===== src/rtl/core/fkvt_pkg.sv =====
// Package for the fixed key/value table: operation codes, channel word types,
// and store control struct. No dependencies.
package fkvt_pkg;

   localparam int unsigned KindBits  = 3;
   localparam int unsigned KeyBits   = 32;
   localparam int unsigned ValueBits = 32;
   localparam int unsigned CountBits = 5;

   typedef enum logic [KindBits-1:0] {
      KIND_ADD    = 3'd0,
      KIND_GET    = 3'd1,
      KIND_UPDATE = 3'd2,
      KIND_DELETE = 3'd3,
      KIND_ERASE  = 3'd4
   } kind_type;

   typedef struct packed {
      logic [KindBits-1:0]  kind;
      logic [KeyBits-1:0]   key;
      logic [ValueBits-1:0] value;
      logic                 insert_missing;
   } req_word_type;

   typedef struct packed {
      logic                 success;
      logic [ValueBits-1:0] read_value;
      logic [CountBits-1:0] entry_count;
   } rsp_word_type;

   typedef struct packed {
      logic wr_key;
      logic wr_value;
      logic set_used;
      logic clr_used;
      logic clr_all;
   } store_op_type;

   typedef enum logic [1:0] {
      ST_IDLE,
      ST_SCAN,
      ST_DRAIN,
      ST_COMMIT
   } state_type;

endpackage


===== src/rtl/core/fkvt_if.sv =====
// Valid/ready channel interfaces for request and response words.
// Depends on fkvt_pkg.
interface fkvt_req_if;
   logic                 valid;
   logic                 ready;
   fkvt_pkg::req_word_type data;

   modport source (output valid, output data, input ready);
   modport sink   (input valid, input data, output ready);
endinterface

interface fkvt_rsp_if;
   logic                 valid;
   logic                 ready;
   fkvt_pkg::rsp_word_type data;

   modport source (output valid, output data, input ready);
   modport sink   (input valid, input data, output ready);
endinterface


===== src/rtl/core/fixed_key_value_table_top.sv =====
// Fully associative key/value table with SLOTS slots. Each operation (add, get,
// update, delete) scans every slot, one per cycle, through a single memory read
// port and one key comparator; erase and unknown kinds skip the scan. A new
// request is accepted only once the previous one has committed. The response
// sits in an output register, so the next request is accepted while an earlier
// response waits; the write-back step stalls only while that register is still
// full. Keys and values of never-written slots are never reported, since only
// slots with their used flag set can match.
// Depends on fkvt_pkg, fkvt_if, fkvt_store and fkvt_ctrl.
module fixed_key_value_table_top #(
   parameter int unsigned SLOTS      = 16,
   parameter int unsigned KEY_BITS   = 32,
   parameter int unsigned VALUE_BITS = 32
) (
   input logic          clock,
   input logic          reset,
   fkvt_req_if.sink     req_ch,
   fkvt_rsp_if.source   rsp_ch
);
   import fkvt_pkg::*;

   localparam int unsigned AW = (SLOTS > 1) ? $clog2(SLOTS) : 1;
   localparam int unsigned CW = $clog2(SLOTS + 1);

   logic                  rsp_valid_ff, rsp_valid_in;
   rsp_word_type          rsp_word_ff, rsp_word_in;
   logic                  rsp_free;
   logic                  done;
   logic                  res_ok;
   logic [VALUE_BITS-1:0] res_value;
   logic [CW-1:0]         res_count;
   logic [AW-1:0]         rd_addr;
   logic [KEY_BITS-1:0]   rd_key;
   logic [VALUE_BITS-1:0] rd_value;
   logic                  rd_used;
   store_op_type          op;
   logic [AW-1:0]         wr_addr;
   logic [KEY_BITS-1:0]   wr_key;
   logic [VALUE_BITS-1:0] wr_value;

   logic [VALUE_BITS+ValueBits-1:0] value_ext;
   logic [CW+CountBits-1:0]         count_ext;

   fkvt_ctrl #(
      .SLOTS      (SLOTS),
      .KEY_BITS   (KEY_BITS),
      .VALUE_BITS (VALUE_BITS),
      .AW         (AW),
      .CW         (CW)
   ) u_ctrl (
      .clock     (clock),
      .reset     (reset),
      .req_valid (req_ch.valid),
      .req_ready (req_ch.ready),
      .req_word  (req_ch.data),
      .rsp_free  (rsp_free),
      .done      (done),
      .res_ok    (res_ok),
      .res_value (res_value),
      .res_count (res_count),
      .rd_addr   (rd_addr),
      .rd_key    (rd_key),
      .rd_value  (rd_value),
      .rd_used   (rd_used),
      .op        (op),
      .wr_addr   (wr_addr),
      .wr_key    (wr_key),
      .wr_value  (wr_value)
   );

   fkvt_store #(
      .SLOTS      (SLOTS),
      .KEY_BITS   (KEY_BITS),
      .VALUE_BITS (VALUE_BITS),
      .AW         (AW)
   ) u_store (
      .clock    (clock),
      .reset    (reset),
      .rd_addr  (rd_addr),
      .rd_key   (rd_key),
      .rd_value (rd_value),
      .rd_used  (rd_used),
      .op       (op),
      .wr_addr  (wr_addr),
      .wr_key   (wr_key),
      .wr_value (wr_value)
   );

   assign rsp_free  = !rsp_valid_ff || rsp_ch.ready;
   assign value_ext = {{ValueBits{1'b0}}, res_value};
   assign count_ext = {{CountBits{1'b0}}, res_count};

   always_comb begin
      rsp_valid_in = rsp_valid_ff;
      rsp_word_in  = rsp_word_ff;
      if (rsp_ch.ready) begin
         rsp_valid_in = 1'b0;
      end
      if (done) begin
         rsp_valid_in            = 1'b1;
         rsp_word_in.success     = res_ok;
         rsp_word_in.read_value  = value_ext[ValueBits-1:0];
         rsp_word_in.entry_count = count_ext[CountBits-1:0];
      end
   end

   always_ff @(posedge clock) begin
      if (reset) begin
         rsp_valid_ff <= 1'b0;
      end else begin
         rsp_valid_ff <= rsp_valid_in;
      end
      rsp_word_ff <= rsp_word_in;
   end

   assign rsp_ch.valid = rsp_valid_ff;
   assign rsp_ch.data  = rsp_word_ff;

endmodule


===== src/rtl/core/fkvt_store.sv =====
// Slot storage: key and value memories with one registered read port and one
// write port, plus the per-slot used flags. Depends on fkvt_pkg.
module fkvt_store #(
   parameter int unsigned SLOTS      = 16,
   parameter int unsigned KEY_BITS   = 32,
   parameter int unsigned VALUE_BITS = 32,
   parameter int unsigned AW         = 4
) (
   input  logic                    clock,
   input  logic                    reset,
   input  logic [AW-1:0]           rd_addr,
   output logic [KEY_BITS-1:0]     rd_key,
   output logic [VALUE_BITS-1:0]   rd_value,
   output logic                    rd_used,
   input  fkvt_pkg::store_op_type  op,
   input  logic [AW-1:0]           wr_addr,
   input  logic [KEY_BITS-1:0]     wr_key,
   input  logic [VALUE_BITS-1:0]   wr_value
);
   import fkvt_pkg::*;

   logic [KEY_BITS-1:0]   key_mem [SLOTS];
   logic [VALUE_BITS-1:0] value_mem [SLOTS];
   logic [SLOTS-1:0]      used_ff;
   logic [SLOTS-1:0]      used_in;
   logic [KEY_BITS-1:0]   key_rd_ff;
   logic [VALUE_BITS-1:0] value_rd_ff;
   logic                  used_rd_ff;

   always_ff @(posedge clock) begin
      if (op.wr_key) begin
         key_mem[wr_addr] <= wr_key;
      end
      key_rd_ff <= key_mem[rd_addr];
   end

   always_ff @(posedge clock) begin
      if (op.wr_value) begin
         value_mem[wr_addr] <= wr_value;
      end
      value_rd_ff <= value_mem[rd_addr];
   end

   always_comb begin
      used_in = used_ff;
      priority if (op.clr_all) begin
         used_in = '0;
      end else if (op.set_used) begin
         used_in[wr_addr] = 1'b1;
      end else if (op.clr_used) begin
         used_in[wr_addr] = 1'b0;
      end
   end

   always_ff @(posedge clock) begin
      if (reset) begin
         used_ff <= '0;
      end else begin
         used_ff <= used_in;
      end
      used_rd_ff <= used_ff[rd_addr];
   end

   assign rd_key   = key_rd_ff;
   assign rd_value = value_rd_ff;
   assign rd_used  = used_rd_ff;

endmodule


===== src/rtl/core/fkvt_ctrl.sv =====
// Operation sequencer: for add, get, update and delete, walks all slots
// through one shared key comparator and tracks first match and first free
// slot; then commits the write-back. Depends on fkvt_pkg.
module fkvt_ctrl #(
   parameter int unsigned SLOTS      = 16,
   parameter int unsigned KEY_BITS   = 32,
   parameter int unsigned VALUE_BITS = 32,
   parameter int unsigned AW         = 4,
   parameter int unsigned CW         = 5
) (
   input  logic                    clock,
   input  logic                    reset,
   input  logic                    req_valid,
   output logic                    req_ready,
   input  fkvt_pkg::req_word_type  req_word,
   input  logic                    rsp_free,
   output logic                    done,
   output logic                    res_ok,
   output logic [VALUE_BITS-1:0]   res_value,
   output logic [CW-1:0]           res_count,
   output logic [AW-1:0]           rd_addr,
   input  logic [KEY_BITS-1:0]     rd_key,
   input  logic [VALUE_BITS-1:0]   rd_value,
   input  logic                    rd_used,
   output fkvt_pkg::store_op_type  op,
   output logic [AW-1:0]           wr_addr,
   output logic [KEY_BITS-1:0]     wr_key,
   output logic [VALUE_BITS-1:0]   wr_value
);
   import fkvt_pkg::*;

   localparam logic [AW-1:0] LastSlot = AW'(SLOTS - 1);

   state_type             state_ff, state_in;
   logic [KindBits-1:0]   kind_ff, kind_in;
   logic [KEY_BITS-1:0]   key_ff, key_in;
   logic [VALUE_BITS-1:0] value_ff, value_in;
   logic                  create_ff, create_in;
   logic [AW-1:0]         issue_ff, issue_in;
   logic                  pvld_ff, pvld_in;
   logic [AW-1:0]         pidx_ff, pidx_in;
   logic                  found_ff, found_in;
   logic [AW-1:0]         match_ff, match_in;
   logic [VALUE_BITS-1:0] mval_ff, mval_in;
   logic                  free_ok_ff, free_ok_in;
   logic [AW-1:0]         free_ff, free_in;
   logic [CW-1:0]         count_ff, count_in;

   logic [KEY_BITS+KeyBits-1:0]     key_ext;
   logic [VALUE_BITS+ValueBits-1:0] value_ext;
   logic                            hit;
   logic                            can_insert;
   logic                            ok;
   logic [VALUE_BITS-1:0]           rd;
   logic [CW-1:0]                   count_next;
   store_op_type                    op_c;
   logic [AW-1:0]                   addr_c;

   assign key_ext   = {{KEY_BITS{1'b0}}, req_word.key};
   assign value_ext = {{VALUE_BITS{1'b0}}, req_word.value};
   assign hit        = rd_used && (rd_key == key_ff);
   assign can_insert = !found_ff && free_ok_ff;

   // commit decision
   always_comb begin
      op_c       = '0;
      addr_c     = match_ff;
      ok         = 1'b0;
      rd         = '0;
      count_next = count_ff;
      unique case (kind_ff)
         KIND_ADD: begin
            if (can_insert) begin
               ok              = 1'b1;
               addr_c          = free_ff;
               op_c.wr_key     = 1'b1;
               op_c.wr_value   = 1'b1;
               op_c.set_used   = 1'b1;
               count_next      = count_ff + CW'(1);
            end
         end
         KIND_GET: begin
            if (found_ff) begin
               ok = 1'b1;
               rd = mval_ff;
            end
         end
         KIND_UPDATE: begin
            if (found_ff) begin
               ok            = 1'b1;
               op_c.wr_value = 1'b1;
            end else if (create_ff && can_insert) begin
               ok            = 1'b1;
               addr_c        = free_ff;
               op_c.wr_key   = 1'b1;
               op_c.wr_value = 1'b1;
               op_c.set_used = 1'b1;
               count_next    = count_ff + CW'(1);
            end
         end
         KIND_DELETE: begin
            if (found_ff) begin
               ok            = 1'b1;
               op_c.clr_used = 1'b1;
               count_next    = count_ff - CW'(1);
            end
         end
         KIND_ERASE: begin
            ok           = 1'b1;
            op_c.clr_all = 1'b1;
            count_next   = '0;
         end
         default: begin
         end
      endcase
   end

   always_comb begin
      state_in   = state_ff;
      kind_in    = kind_ff;
      key_in     = key_ff;
      value_in   = value_ff;
      create_in  = create_ff;
      issue_in   = issue_ff;
      pvld_in    = 1'b0;
      pidx_in    = issue_ff;
      found_in   = found_ff;
      match_in   = match_ff;
      mval_in    = mval_ff;
      free_ok_in = free_ok_ff;
      free_in    = free_ff;
      count_in   = count_ff;
      op         = '0;
      done       = 1'b0;

      if (pvld_ff) begin
         if (hit && !found_ff) begin
            found_in = 1'b1;
            match_in = pidx_ff;
            mval_in  = rd_value;
         end
         if (!rd_used && !free_ok_ff) begin
            free_ok_in = 1'b1;
            free_in    = pidx_ff;
         end
      end

      unique case (state_ff)
         ST_IDLE: begin
            if (req_valid) begin
               kind_in    = req_word.kind;
               key_in     = key_ext[KEY_BITS-1:0];
               value_in   = value_ext[VALUE_BITS-1:0];
               create_in  = req_word.insert_missing;
               found_in   = 1'b0;
               free_ok_in = 1'b0;
               issue_in   = '0;
               if (req_word.kind == KIND_ADD || req_word.kind == KIND_GET ||
                   req_word.kind == KIND_UPDATE || req_word.kind == KIND_DELETE) begin
                  state_in = ST_SCAN;
               end else begin
                  state_in = ST_COMMIT;
               end
            end
         end
         ST_SCAN: begin
            pvld_in = 1'b1;
            if (issue_ff == LastSlot) begin
               state_in = ST_DRAIN;
            end else begin
               issue_in = issue_ff + AW'(1);
            end
         end
         ST_DRAIN: begin
            state_in = ST_COMMIT;
         end
         ST_COMMIT: begin
            if (rsp_free) begin
               op       = op_c;
               count_in = count_next;
               done     = 1'b1;
               state_in = ST_IDLE;
            end
         end
         default: begin
            state_in = ST_IDLE;
         end
      endcase
   end

   always_ff @(posedge clock) begin
      if (reset) begin
         state_ff <= ST_IDLE;
         pvld_ff  <= 1'b0;
         count_ff <= '0;
      end else begin
         state_ff <= state_in;
         pvld_ff  <= pvld_in;
         count_ff <= count_in;
      end
   end

   always_ff @(posedge clock) begin
      kind_ff    <= kind_in;
      key_ff     <= key_in;
      value_ff   <= value_in;
      create_ff  <= create_in;
      issue_ff   <= issue_in;
      pidx_ff    <= pidx_in;
      found_ff   <= found_in;
      match_ff   <= match_in;
      mval_ff    <= mval_in;
      free_ok_ff <= free_ok_in;
      free_ff    <= free_in;
   end

   assign req_ready = (state_ff == ST_IDLE);
   assign res_ok    = ok;
   assign res_value = rd;
   assign res_count = count_next;
   assign rd_addr   = issue_ff;
   assign wr_addr   = addr_c;
   assign wr_key    = key_ff;
   assign wr_value  = value_ff;

endmodule

===== src/flat_wrapper.sv =====
// flat-port wrapper written by rule: the top's interface ports become plain ports
module fixed_key_value_table_top_flat import fkvt_pkg::*;
#(
   parameter int unsigned SLOTS      = 16,
   parameter int unsigned KEY_BITS   = 32,
   parameter int unsigned VALUE_BITS = 32
)
  (clock, reset, req_ch_valid, req_ch_data, req_ch_ready, rsp_ch_valid, rsp_ch_data, rsp_ch_ready);
  fkvt_req_if req_ch_i ();
  fkvt_rsp_if rsp_ch_i ();
  input logic clock;
  input logic reset;
  input wire logic [$bits(req_ch_i.valid)-1:0] req_ch_valid;
  input wire logic [$bits(req_ch_i.data)-1:0] req_ch_data;
  output wire logic [$bits(req_ch_i.ready)-1:0] req_ch_ready;
  output wire logic [$bits(rsp_ch_i.valid)-1:0] rsp_ch_valid;
  output wire logic [$bits(rsp_ch_i.data)-1:0] rsp_ch_data;
  input wire logic [$bits(rsp_ch_i.ready)-1:0] rsp_ch_ready;
  assign req_ch_i.valid = req_ch_valid;
  assign req_ch_i.data = req_ch_data;
  assign req_ch_ready = req_ch_i.ready;
  assign rsp_ch_valid = rsp_ch_i.valid;
  assign rsp_ch_data = rsp_ch_i.data;
  assign rsp_ch_i.ready = rsp_ch_ready;
  fixed_key_value_table_top #(.SLOTS(SLOTS), .KEY_BITS(KEY_BITS), .VALUE_BITS(VALUE_BITS)) u_core (.clock(clock), .reset(reset), .req_ch(req_ch_i), .rsp_ch(rsp_ch_i));
endmodule

===== config.mk =====
export PLATFORM = sky130hd
export DESIGN_NAME = fixed_key_value_table_top_flat
export DESIGN_NICKNAME = d
export VERILOG_FILES = /design/src/rtl/core/fkvt_pkg.sv /design/src/rtl/core/fkvt_if.sv /design/src/rtl/core/fixed_key_value_table_top.sv /design/src/rtl/core/fkvt_store.sv /design/src/rtl/core/fkvt_ctrl.sv /design/src/flat_wrapper.sv
export SDC_FILE = /design/constraint.sdc
export NUM_CORES = 1
export LEC_CHECK = 0
export BUFFER_PORTS_ARGS = -buffer_cell sky130_fd_sc_hd__buf_2
export CELL_PAD_IN_SITES_DETAIL_PLACEMENT = 1
export CELL_PAD_IN_SITES_GLOBAL_PLACEMENT = 1
export CORE_MARGIN = 2
export CORE_UTILIZATION = 47
export CTS_BUF_LIST = sky130_fd_sc_hd__clkbuf_4
export DETAILED_ROUTE_END_ITERATION = 8
export MAX_ROUTING_LAYER = met4
export PLACE_DENSITY = 0.76
export SLEW_MARGIN = 10
export SYNTH_ARGS = -nofsm -noshare
export SYNTH_HDL_FRONTEND = slang
export SYNTH_SLANG_ARGS = --single-unit

===== constraint.sdc =====
create_clock -name clock -period 13.9 [get_ports clock]
set_input_delay 0.695 -clock clock [delete_from_list [all_inputs] [get_ports clock]]
set_output_delay 0.695 -clock clock [all_outputs]
set_load 0.02 [all_outputs]

Word level (Yosys, flattened, before mapping) --
Memories as Yosys holds them, arrays and structs flattened. A register that Yosys moved wholly into a read port is not among the register bits. Cells that the tools add are included.
Word-level totals: output and inout bits 40, latch bits 0, memories 2, word-level logic and storage cells 131, flip-flop bits (word level) 182, bits in writable memories 1024, input bits 72, ROM bits 0
Cells by class: $mul 0, bitwise logic cells 3, mux-type cells 55, div/mod/pow operators 0, order comparisons 3, equal/unequal tests 16, reductions and logical operators 29, shift operators 0, add/sub/neg operators 3
Memory list:
- u_core.u_store.key_mem | words 16, width 32, rd ports 1, clocked after memory_dff 1, write ports 1, RTL line fkvt_store.sv:22 | logic [KEY_BITS-1:0] key_mem [SLOTS];
- u_core.u_store.value_mem | words 16, width 32, rd ports 1, clocked after memory_dff 1, write ports 1, RTL line fkvt_store.sv:23 | logic [VALUE_BITS-1:0] value_mem [SLOTS];
Operators by type and width (count):
- 32-bit == test | 1
- 16-bit two-way mux | 2
- 5-bit two-way mux | 6
- 1-bit two-way mux | 28
- 4-bit two-way mux | 5
- 5-bit case mux with 4 select lines | 1
- 16-bit AND | 1
- 16-bit inverter | 1
- 16-bit OR | 1
- 4-bit case mux with 2 select lines | 2
- 3-bit by 2-bit == test with 1-bit output, second input constant | 4
- 4-bit by 5-bit less-than comparator with 1-bit output, second input constant | 2
- 2-bit AND reduction | 5
- 2-bit two-way mux | 4
- 2-bit case mux with 4 select lines | 1
- 3-bit by 1-bit == test with 1-bit output, second input constant | 2
- 1-bit logical AND | 6
- 3-bit logical NOT | 2
- 3-bit two-way mux | 2
- 2-bit inequality test, second input constant | 3
- 3-bit case mux with 2 select lines | 1
- 3-bit AND reduction | 2
- 2-bit nonzero test | 3
- 5-bit by 1-bit adder with 5-bit output, second input constant | 1
- 15 further kinds | 23

Logic depth before layout (Yosys ltp) --
Gate-level depths: netlist (run 1).
word-level depth 14, gate-level depth with buffers 8, mapped depth without buffers 7

Hierarchy --
Synthesis (run 1) repeated with hierarchy kept, for this count alone.
Second synthesis, totals: cells, all modules 2135, area, all modules 46938.8 µm²
Modules (own cells, without submodules):
- fkvt_store | instances 1, cells each 1759, sequential area each 32371.0 µm², area each 40684.0 µm²
- fkvt_ctrl | instances 1, cells each 334, sequential area each 3643.5 µm², area each 5067.4 µm²
- fixed_key_value_table_top | instances 1, cells each 42, sequential area each 1161.1 µm², area each 1187.4 µm²

Worst setup path after synthesis (run 1) --
Ideal clock, no wire load.
path kind register -> register, from register u_core.u_ctrl.kind_ff[0], to memory u_core.u_store.key_mem[2][0] (enable), path buffers 1, data arrival time 4.251 ns, clock period less this slack 4.755 ns, path slack 9.145 ns, data required time 13.396 ns, stages on the path, launching flop included 5, setup time 0.504 ns, cells stage by stage edfxtp_1 > buf_2 > nor4b_4 > nand4_1 > nor4_1
Between the ends: longest elaborated chain between the ends 6, elaborated cells on any way between the ends 8, those cells by class eq/ne: 1; mux: 6; reduce/logical: 1
Ends and longest elaborated chain:
- start: declaration | RTL line fkvt_ctrl.sv:35 | logic [KindBits-1:0] kind_ff, kind_in;
- start signal: assignment | RTL line fkvt_ctrl.sv:204 | kind_ff <= kind_in;
- 3-bit by 2-bit == test with 1-bit output or 3-bit logical NOT (tied branches) | RTL line fkvt_ctrl.sv:71 | unique case (kind_ff)
- 3-bit case mux with 2 select lines | RTL line fkvt_ctrl.sv:71
- 5-bit two-way mux | RTL line fkvt_ctrl.sv:178 | if (rsp_free) begin
- 5-bit two-way mux | RTL line fkvt_ctrl.sv:148 | unique case (state_ff)
- 1-bit two-way mux | RTL line fkvt_store.sv:31 | if (op.wr_key) begin
- 1-bit two-way mux (not written as such) | RTL line fkvt_store.sv:32 | key_mem[wr_addr] <= wr_key;
- end: declaration | RTL line fkvt_store.sv:22
Parallel ways exist; a longest one is shown, timed or not.

==> summary.md, run 1 <==
| Metric | Value |
|---|---|
| Top Ports | `112` |
| Total number of vias | `about 23000` |
| R2r worst-path depth | `5` |
| Flop pwr share | `48.4%` |
| Worst setup SP type | `register` |
| GRT overflow | `0` |
| Final Wtd Congestion | `roughly 0.78` |
| Routed wire length | `110 mm` |
| Slew headroom | `22.8%` |
| # setup viols final | `0` |
| First-pass GRT wire length | `164 mm` |
| Initial core utilization | `between 40% and 50%` |
| Slew Limit Fails | `0` |
| Worst Path Max Fanout | `50` |
| Clk_lat worst skew | `roughly 1.2 ns` |
| FMAX | `around 0.25 GHz` |
| Num rows | `~120` |
| Fin crit period | `4.08 ns` |
| Average wire per standard cell | `about 27 um` |
| Sequential share of the synthesized area | `79.2%` |
| YS warnings | `0` |
| DP Wirelength | `55.1 mm` |
| Fillers | `8712` |
| Post-Syn Area | `46900 um2` |
| Clk pwr share | `32.3%` |
| Pwr Density | `between 150 and 200 nW/um2` |
| Final Net Count | `2558` |
| Crit Path Class | `reg -> reg` |
| Status | `completed` |
| DRC | `0` |
| Port bufs | `around 110` |
| Final Hold Vio Count | `0` |
| Synth-to-layout area growth | `15.4%` |
| Synth Net Count | `2078` |
| Die width | `320 um` |
| DR vias/cell | `between 5 and 6` |
| Maximum VDD drop | `0.161 mV` |
| Crit end category | `register` |
| Tcrit/Tclk final | `29.3%` |
| Worst path required time | `roughly 15 ns` |
| Leak Pwr | `approximately 17 nW` |
| WP data arrival | `approximately 5 ns` |
| Longest Clk Path Bufs | `4` |
| Most common cell after layout, fill and taps aside | `edfxtp_1` |
| Vias in the first global route | `~26000` |
| DR iter-0 viols | `2456` |
| Max-cap viol count | `0` |
| Post-CTS setup buffers | `0` |
| Commonest non-fill, non-tap cells in the layout | `edfxtp_1 (1174), clkbuf_4 (480), mux4_2 (325)` |
| Layout cell share with drive strength beyond 1 | `38.2%` |
| Die ar. | `a little over 100000 um2` |
| Initial antenna violation count | `4` |
| Num CTS Buffers | `335` |
| Core Region | `roughly 99000 um2` |
| Slew @ Worst Pin | `1.16 ns` |
| FF+latch count, synth | `between 1000 and 1500` |
| Overall power | `9.80 mW` |
| Drt pass-1 iters | `5` |
| Synth Area per Inst | `23.5 um2` |
| Hold Crit Class | `in -> reg` |
| Gate Count Post-Synth | `1999` |
| Comb pwr share | `19.4%` |
| Switching portion of total power | `27.0%` |
| Hold path depth | `2` |
| Hold Slack | `0.220 ns` |
| Largest net degree at the start of global routing | `roughly 130` |
| Clk_skew | `between 0.1 and 0.15 ns` |
| CTS sink cnt | `between 1000 and 1500` |
| CTS root buf | `clkbuf_4` |
| DRT antenna net count | `0` |
| GRT Total Usage | `22.6%` |
| Die Y | `about 320 um` |
| TritonCTS clock tree | `yes` |
| CTS clk-pin slew, worst paths | `0.06 ns` |
| Htree depth | `5` |
| RSZ-0062 raised after global routing | `false` |
| Net Sw Power | `2.64 mW` |
| Internal power | `7.15 mW` |
| Yosys cell types | `between 50 and 60` |
| Total Neg Setup Slack | `0 ns` |
-- area by class of cell --
class | count | area (um2) | area share (%)
Inverter | 12 | 45.0 | 0.0832
Timing Repair Buffer | 232 | 1660 | 3.07
Clock buffer | 480 | 3600 | 6.65
Multi-Input combinational cell | 628 | 9530 | 17.6
Tap cell | 1287 | 1610 | 2.97
Clock inverter | 105 | 513 | 0.947
Sequential cell | 1270 | 37200 | 68.6
Antenna cell | 7 | 17.5 | 0.0323
-- worst max-delay path, stage by stage (launching register included) --
cell	delay, ns
edfxtp_1	0.32
buf_4	0.59
buf_4	0.92
buf_4	0.91
mux4_2	0.63
mux4_2	0.47
-- cell usage after synthesis (all sizes together) --
library cell	n	area (um2)
edfxtp	1174	35300
mux4	325	7320
dfxtp	96	1920
nor2	55	209
buf	50	283
clkbuf	39	146
and2	36	225
nand2	33	126
xnor2	30	263
a21oi	15	75.1
inv	12	45.0
o21ai	12	60.1
o31ai	12	90.1
nand3	11	55.1
o311ai	10	87.6
mux2i	9	90.1
nand2b	9	56.3
nand4	9	56.3
ha	7	87.6
mux2	7	90.1
nor3	6	30.0
a211oi	5	42.5
nor4	4	31.3
or2	4	25.0
xor2	4	35.0
a31oi	3	25.0
nor2b	3	18.8
or4b	3	30.0
a21boi	1	7.51
a21o	1	7.51
a222oi	1	10.0
a31o	1	8.76
a32oi	1	8.76
and4b	1	10.0
nand3b	1	7.51
nor3b	1	7.51
nor4b	1	23.8
o211ai	1	7.51
o21a	1	7.51
o221ai	1	8.76
o22ai	1	6.26
o32ai	1	8.76
o41ai	1	8.76
or4	1	7.51
-- per-stage QoR --
step	instance area, um2	utilization (%)	setup WS (ns)	cells
2_1_floorplan	46900	-	9.15	1999
3_3_place_gp	49300	49.9	9.80	3357
3_5_place_dp	49300	49.9	9.72	3357
4_1_cts	54100	54.8	9.68	4014
5_1_grt	54200	54.9	9.40	4020
6_report	54200	54.9	9.82	4021
-- registers in the layout, indices dropped and copies added, names as in the netlist, named ones only --
name and flops:
u_core.u_ctrl.free_ok_ff 1, u_core.u_store.key_mem 512, u_core.u_ctrl.kind_ff 3, u_core.u_ctrl.count_ff 5, u_core.rsp_ch.data 38, u_core.u_store.rd_value 32
u_core.u_ctrl.wr_value 32, u_core.u_ctrl.state_ff 2, u_core.u_ctrl.pidx_ff 4, u_core.u_store.rd_used 1, u_core.u_ctrl.mval_ff 32, u_core.u_ctrl.pvld_ff 1
u_core.u_ctrl.wr_key 32, u_core.u_ctrl.found_ff 1, u_core.u_store.value_mem 512, u_core.u_ctrl.create_ff 1, u_core.u_store.rd_key 32, u_core.u_ctrl.match_ff 4
u_core.u_ctrl.free_ff 4, u_core.rsp_ch.valid 1, u_core.u_ctrl.rd_addr 4
-- worst paths after layout --
path | slack (ns) | start | to
max | 9.82 | u_core.u_ctrl.rd_addr[0]$_SDFFCE_PN0P_ | u_core.u_store.rd_key[6]$_DFF_P_
min | 0.22 | req_ch_data[66] | u_core.u_ctrl.kind_ff[1]$_DFFE_PP_
max reg2reg | 9.82 | u_core.u_ctrl.rd_addr[0]$_SDFFCE_PN0P_ | u_core.u_store.rd_key[6]$_DFF_P_
min reg2reg | 0.37 | u_core.u_store.rd_value[7]$_DFF_P_ | u_core.u_ctrl.mval_ff[7]$_DFFE_PP_
-- kinds of logic after synthesis --
kind of cell,synth area share [%]
XOR/XNOR,0.635
buffers and inverters,1.01
multiplexers,16.0
AND/OR/NAND/NOR,1.96
AO/OA/AOI/OAI,1.00
flip-flops,79.2
adder cells (fa/ha/maj),0.187
-- power groups by stage --
stage	Sequential [mW]	Combinational [mW]	Clock (mW)
global route	4.77	2.03	3.44
detailed placement	4.81	1.91	0
global placement	4.78	1.84	0
CTS	4.73	1.93	3.24
floorplan	4.74	1.46	0
finish	4.74	1.90	3.16
-- per-layer routing --
layer / part of all wire [%] / track usage, % / vias to the layer above
met5: 0 / - / -
met4: 1.9 / 7.18 / 0
met3: 7.5 / 4.90 / 186
met2: 49 / 34.9 / 1163
met1: 41 / 30.3 / 12352
li1: - / - / 9578
-- timing repair --
action,CTS,global route
hold endpoints to repair,81,0
hold buffers,72,0
resized for setup,0,0
No activity file was read; power rests on OpenSTA's default activity.
==> inputs of run 2 (changes only) <==
--- a/config.mk
+++ b/config.mk
@@ -13,7 +13,7 @@
 export CTS_BUF_LIST = sky130_fd_sc_hd__clkbuf_4
 export DETAILED_ROUTE_END_ITERATION = 8
 export MAX_ROUTING_LAYER = met4
-export PLACE_DENSITY = 0.76
+export PLACE_DENSITY = 0.78
 export SLEW_MARGIN = 10
 export SYNTH_ARGS = -nofsm -noshare
 export SYNTH_HDL_FRONTEND = slang
==> constraint.sdc (replaced) <==
create_clock -name clock -period 3.3 [get_ports clock]
set_input_delay 0.165 -clock clock [delete_from_list [all_inputs] [get_ports clock]]
set_output_delay 0.165 -clock clock [all_outputs]
set_load 0.02 [all_outputs]
==> run 2 against run 1 <==
Compared with the run above: register-to-register slack got worse by 9.6 ns; final cell count rose by 1.7%; flip-flop and latch count did not move; via count rose by 5.2%; hold slack got worse by 0.085 ns; first-iteration DRC count rose by 24%; non-clock buffer count rose by 90; utilization rose by 1.3 points; clock power rose to 4.4 times the previous value; critical path depth rose by 1; critical endpoint is now u_core.u_ctrl.mval_ff[24]$_DFFE_PP_.
==> summary.md, run 2 (synthesized netlist as in run 1, its figures left out) <==
| Metric | Value |
|---|---|
| Status | `completed (unchanged)` |
| Average wire per standard cell | `30.3 um (was 27.3 um)` |
| Post-DP Area | `50000 um2 (was 49300 um2)` |
| Initial core utilization | `47.5% (unchanged)` |
| Max incr delay on CP | `0.70 ns (was 0.92 ns)` |
| First-pass GRT wire length | `185 mm (was 164 mm)` |
| Worst Path Max Fanout | `36 (was 50)` |
| Net Sw Power | `12.2 mW (was 2.64 mW)` |
| Max-cap viol count | `0 (unchanged)` |
| DR vias/cell | `5.99 (was 5.79)` |
| Final Wtd Congestion | `0.827 (was 0.777)` |
| Dpl ws | `0.258 ns (was 9.72 ns)` |
| Worst Hold Launch | `req_ch_valid (was req_ch_data[66])` |
| Die ar. | `102000 um2 (unchanged)` |
| Port bufs | `111 (unchanged)` |
| Commonest non-fill, non-tap cells in the layout | `edfxtp_1 (1174), clkbuf_4 (487), mux4_2 (325) (was edfxtp_1 (1174), clkbuf_4 (480), mux4_2 (325))` |
| # setup viols final | `0 (unchanged)` |
| Slew Limit Fails | `0 (unchanged)` |
| Worst setup SP type | `register (unchanged)` |
| CTS clk-pin slew, worst paths | `0.09 ns (was 0.06 ns)` |
| Clk_skew | `0.0908 ns (was 0.129 ns)` |
| DRC | `0 (unchanged)` |
| Final core utilization | `56.2% (was 54.9%)` |
| GRT Total Usage | `25.5% (was 22.6%)` |
| DP Wirelength | `58.6 mm (was 55.1 mm)` |
| Fin crit period | `3.10 ns (was 4.08 ns)` |
| Leak Pwr | `18.0 nW (was 17.5 nW)` |
| Post-CTS setup buffers | `0 (unchanged)` |
| Clk pwr share | `32.5% (was 32.3%)` |
| GRT overflow | `0 (unchanged)` |
| DRT antenna net count | `0 (unchanged)` |
| Slowest-stage cell, CP | `edfxtp_1 (was buf_4)` |
| R2R Setup Slk | `0.20 ns (was 9.82 ns)` |
| Overall power | `42.6 mW (was 9.80 mW)` |
| Ordered cell list for the critical path | `xnor2_1, nand4_1, nor4_1, nand3_1, nor2_4, buf_12 (was buf_4, buf_4, buf_4, mux4_2, mux4_2)` |
| Final Hold Vio Count | `0 (unchanged)` |
| R2R Path Start | `u_core.u_ctrl.wr_key[17]$_DFFE_PP_ (was u_core.u_ctrl.rd_addr[0]$_SDFFCE_PN0P_)` |
| Tcrit/Tclk final | `93.9% (was 29.3%)` |
| Crit end category | `register (unchanged)` |
| CP startpoint | `u_core.u_ctrl.wr_key[17]$_DFFE_PP_ (was u_core.u_ctrl.rd_addr[0]$_SDFFCE_PN0P_)` |
| Switching portion of total power | `28.6% (was 27.0%)` |
| TritonCTS clock tree | `yes (unchanged)` |
| Num CTS Buffers | `324 (was 335)` |
| FMAX | `0.323 GHz (was 0.245 GHz)` |
| Slew headroom | `17.9% (was 22.8%)` |
| Pwr Density | `767 nW/um2 (was 181 nW/um2)` |
| Hold Slack | `0.135 ns (was 0.220 ns)` |
| Die Y | `320 um (unchanged)` |
| Total number of vias | `24492 (was 23279)` |
| Drt pass-1 iters | `5 (unchanged)` |
| Most common cell after layout, fill and taps aside | `edfxtp_1 (unchanged)` |
| Vias in the first global route | `26517 (was 25537)` |
| Routed wire length | `124 mm (was 110 mm)` |
| Top Ports | `112 (unchanged)` |
| Largest net degree at the start of global routing | `100 (was 131)` |
| Htree depth | `5 (unchanged)` |
| Worst path required time | `4.05 ns (was 14.90 ns)` |
| Maximum VDD drop | `0.477 mV (was 0.161 mV)` |
| Flop pwr share | `47.1% (was 48.4%)` |
| Core Region | `98700 um2 (unchanged)` |
| CTS sink cnt | `1270 (unchanged)` |
| Longest Clk Path Bufs | `4 (unchanged)` |
| Final Net Count | `2637 (was 2558)` |
| Post-route cell area | `55500 um2 (was 54200 um2)` |
| Crit Path Class | `reg -> reg (unchanged)` |
| Slew @ Worst Pin | `1.21 ns (was 1.16 ns)` |
| Comb pwr share | `20.5% (was 19.4%)` |
| DR iter-0 viols | `3042 (was 2456)` |
| Post-route worst setup slack | `0.201 ns (was 9.82 ns)` |
| Initial antenna violation count | `5 (was 4)` |
| RSZ-0062 raised after global routing | `false (unchanged)` |
| Die width | `320 um (unchanged)` |
| Layout cell share with drive strength beyond 1 | `37.8% (was 38.2%)` |
| Internal power | `30.4 mW (was 7.15 mW)` |
| Hold Crit Class | `in -> reg (unchanged)` |
| Clk_lat worst skew | `1.17 ns (was 1.22 ns)` |
| Num rows | `115 (unchanged)` |
| CTS root buf | `clkbuf_4 (unchanged)` |
| WP data arrival | `3.85 ns (was 5.08 ns)` |
| Synth-to-layout area growth | `18.2% (was 15.4%)` |
[run 2: cell types whose count changed in the layout (fill, tap and decap cells not counted), sizes merged]
| cell | previous run | this run |
|---|---|---|
| buf | 160 | 179 |
| dlygate4sd3 | 72 | 143 |
| diode | 7 | 3 |
| clkinvlp | 4 | 0 |
| clkinv | 95 | 73 |
| inv | 15 | 17 |
| clkbuf | 480 | 487 |
[run 2: final cells by class]
| class | instances | area, um2 |
|---|---|---|
| Timing Repair Buffer | 322 | 3050 |
| Fill cell | 8609 | 43200 |
| Inverter | 12 | 45.0 |
| Clock inverter | 81 | 394 |
| Multi-Input combinational cell | 628 | 9550 |
| Tap cell | 1287 | 1610 |
| Sequential cell | 1270 | 37200 |
| Antenna cell | 3 | 7.51 |
| Clock buffer | 487 | 3660 |
[run 2: critical path: cells and delay by family, from the launching register on]
| family | cells | cell delay (ns) |
|---|---|---|
| and+or+nand+nor | 4 | 1.24 |
| DFF | 1 | 0.70 |
| xor gates and xnor gates | 1 | 0.47 |
| buffers and inverters | 1 | 0.28 |
[run 2: through the flow]
stage	setup TNS (ns)	cells
detailed placement	0	3376
global route	0	4090
global placement	0	3376
finish	0	4090
CTS	0	4087
floorplan	-41.74	1999
[run 2: worst paths after layout]
kind | end | depth (start not counted)
max | u_core.u_ctrl.mval_ff[24]$_DFFE_PP_ | 6
min | u_core.u_ctrl.rd_addr[2]$_SDFFCE_PN0P_ | 4
max reg2reg | u_core.u_ctrl.mval_ff[24]$_DFFE_PP_ | 6
min reg2reg | u_core.u_ctrl.mval_ff[5]$_DFFE_PP_ | 0
[run 2: metal layers]
layer	up-vias	share of wire, %	global-route usage [%]
li1	9707	-	-
met1	12931	39	33.4
met2	1603	49	39.9
met3	251	9.0	5.71
met4	0	2.8	8.93
met5	-	0	-
[run 2: what timing repair did]
| action | 4_1_cts | 5_1_grt |
|---|---|---|
| resized for setup | 0 | 1 |
| setup endpoints to repair | 0 | 10 |
| endpoints found under the hold margin | 154 | 0 |
| hold buffers | 143 | 0 |
[run 2: power by group through the flow]
stage / sequential, mW / clock, mW / combinational (mW)
2_1_floorplan: 20.0 / 0 / 6.16
6_report: 20.0 / 13.8 / 8.72
4_1_cts: 20.0 / 13.6 / 8.65
5_1_grt: 20.1 / 14.8 / 9.26
3_5_place_dp: 20.3 / 0 / 8.45
3_3_place_gp: 20.2 / 0 / 8.20
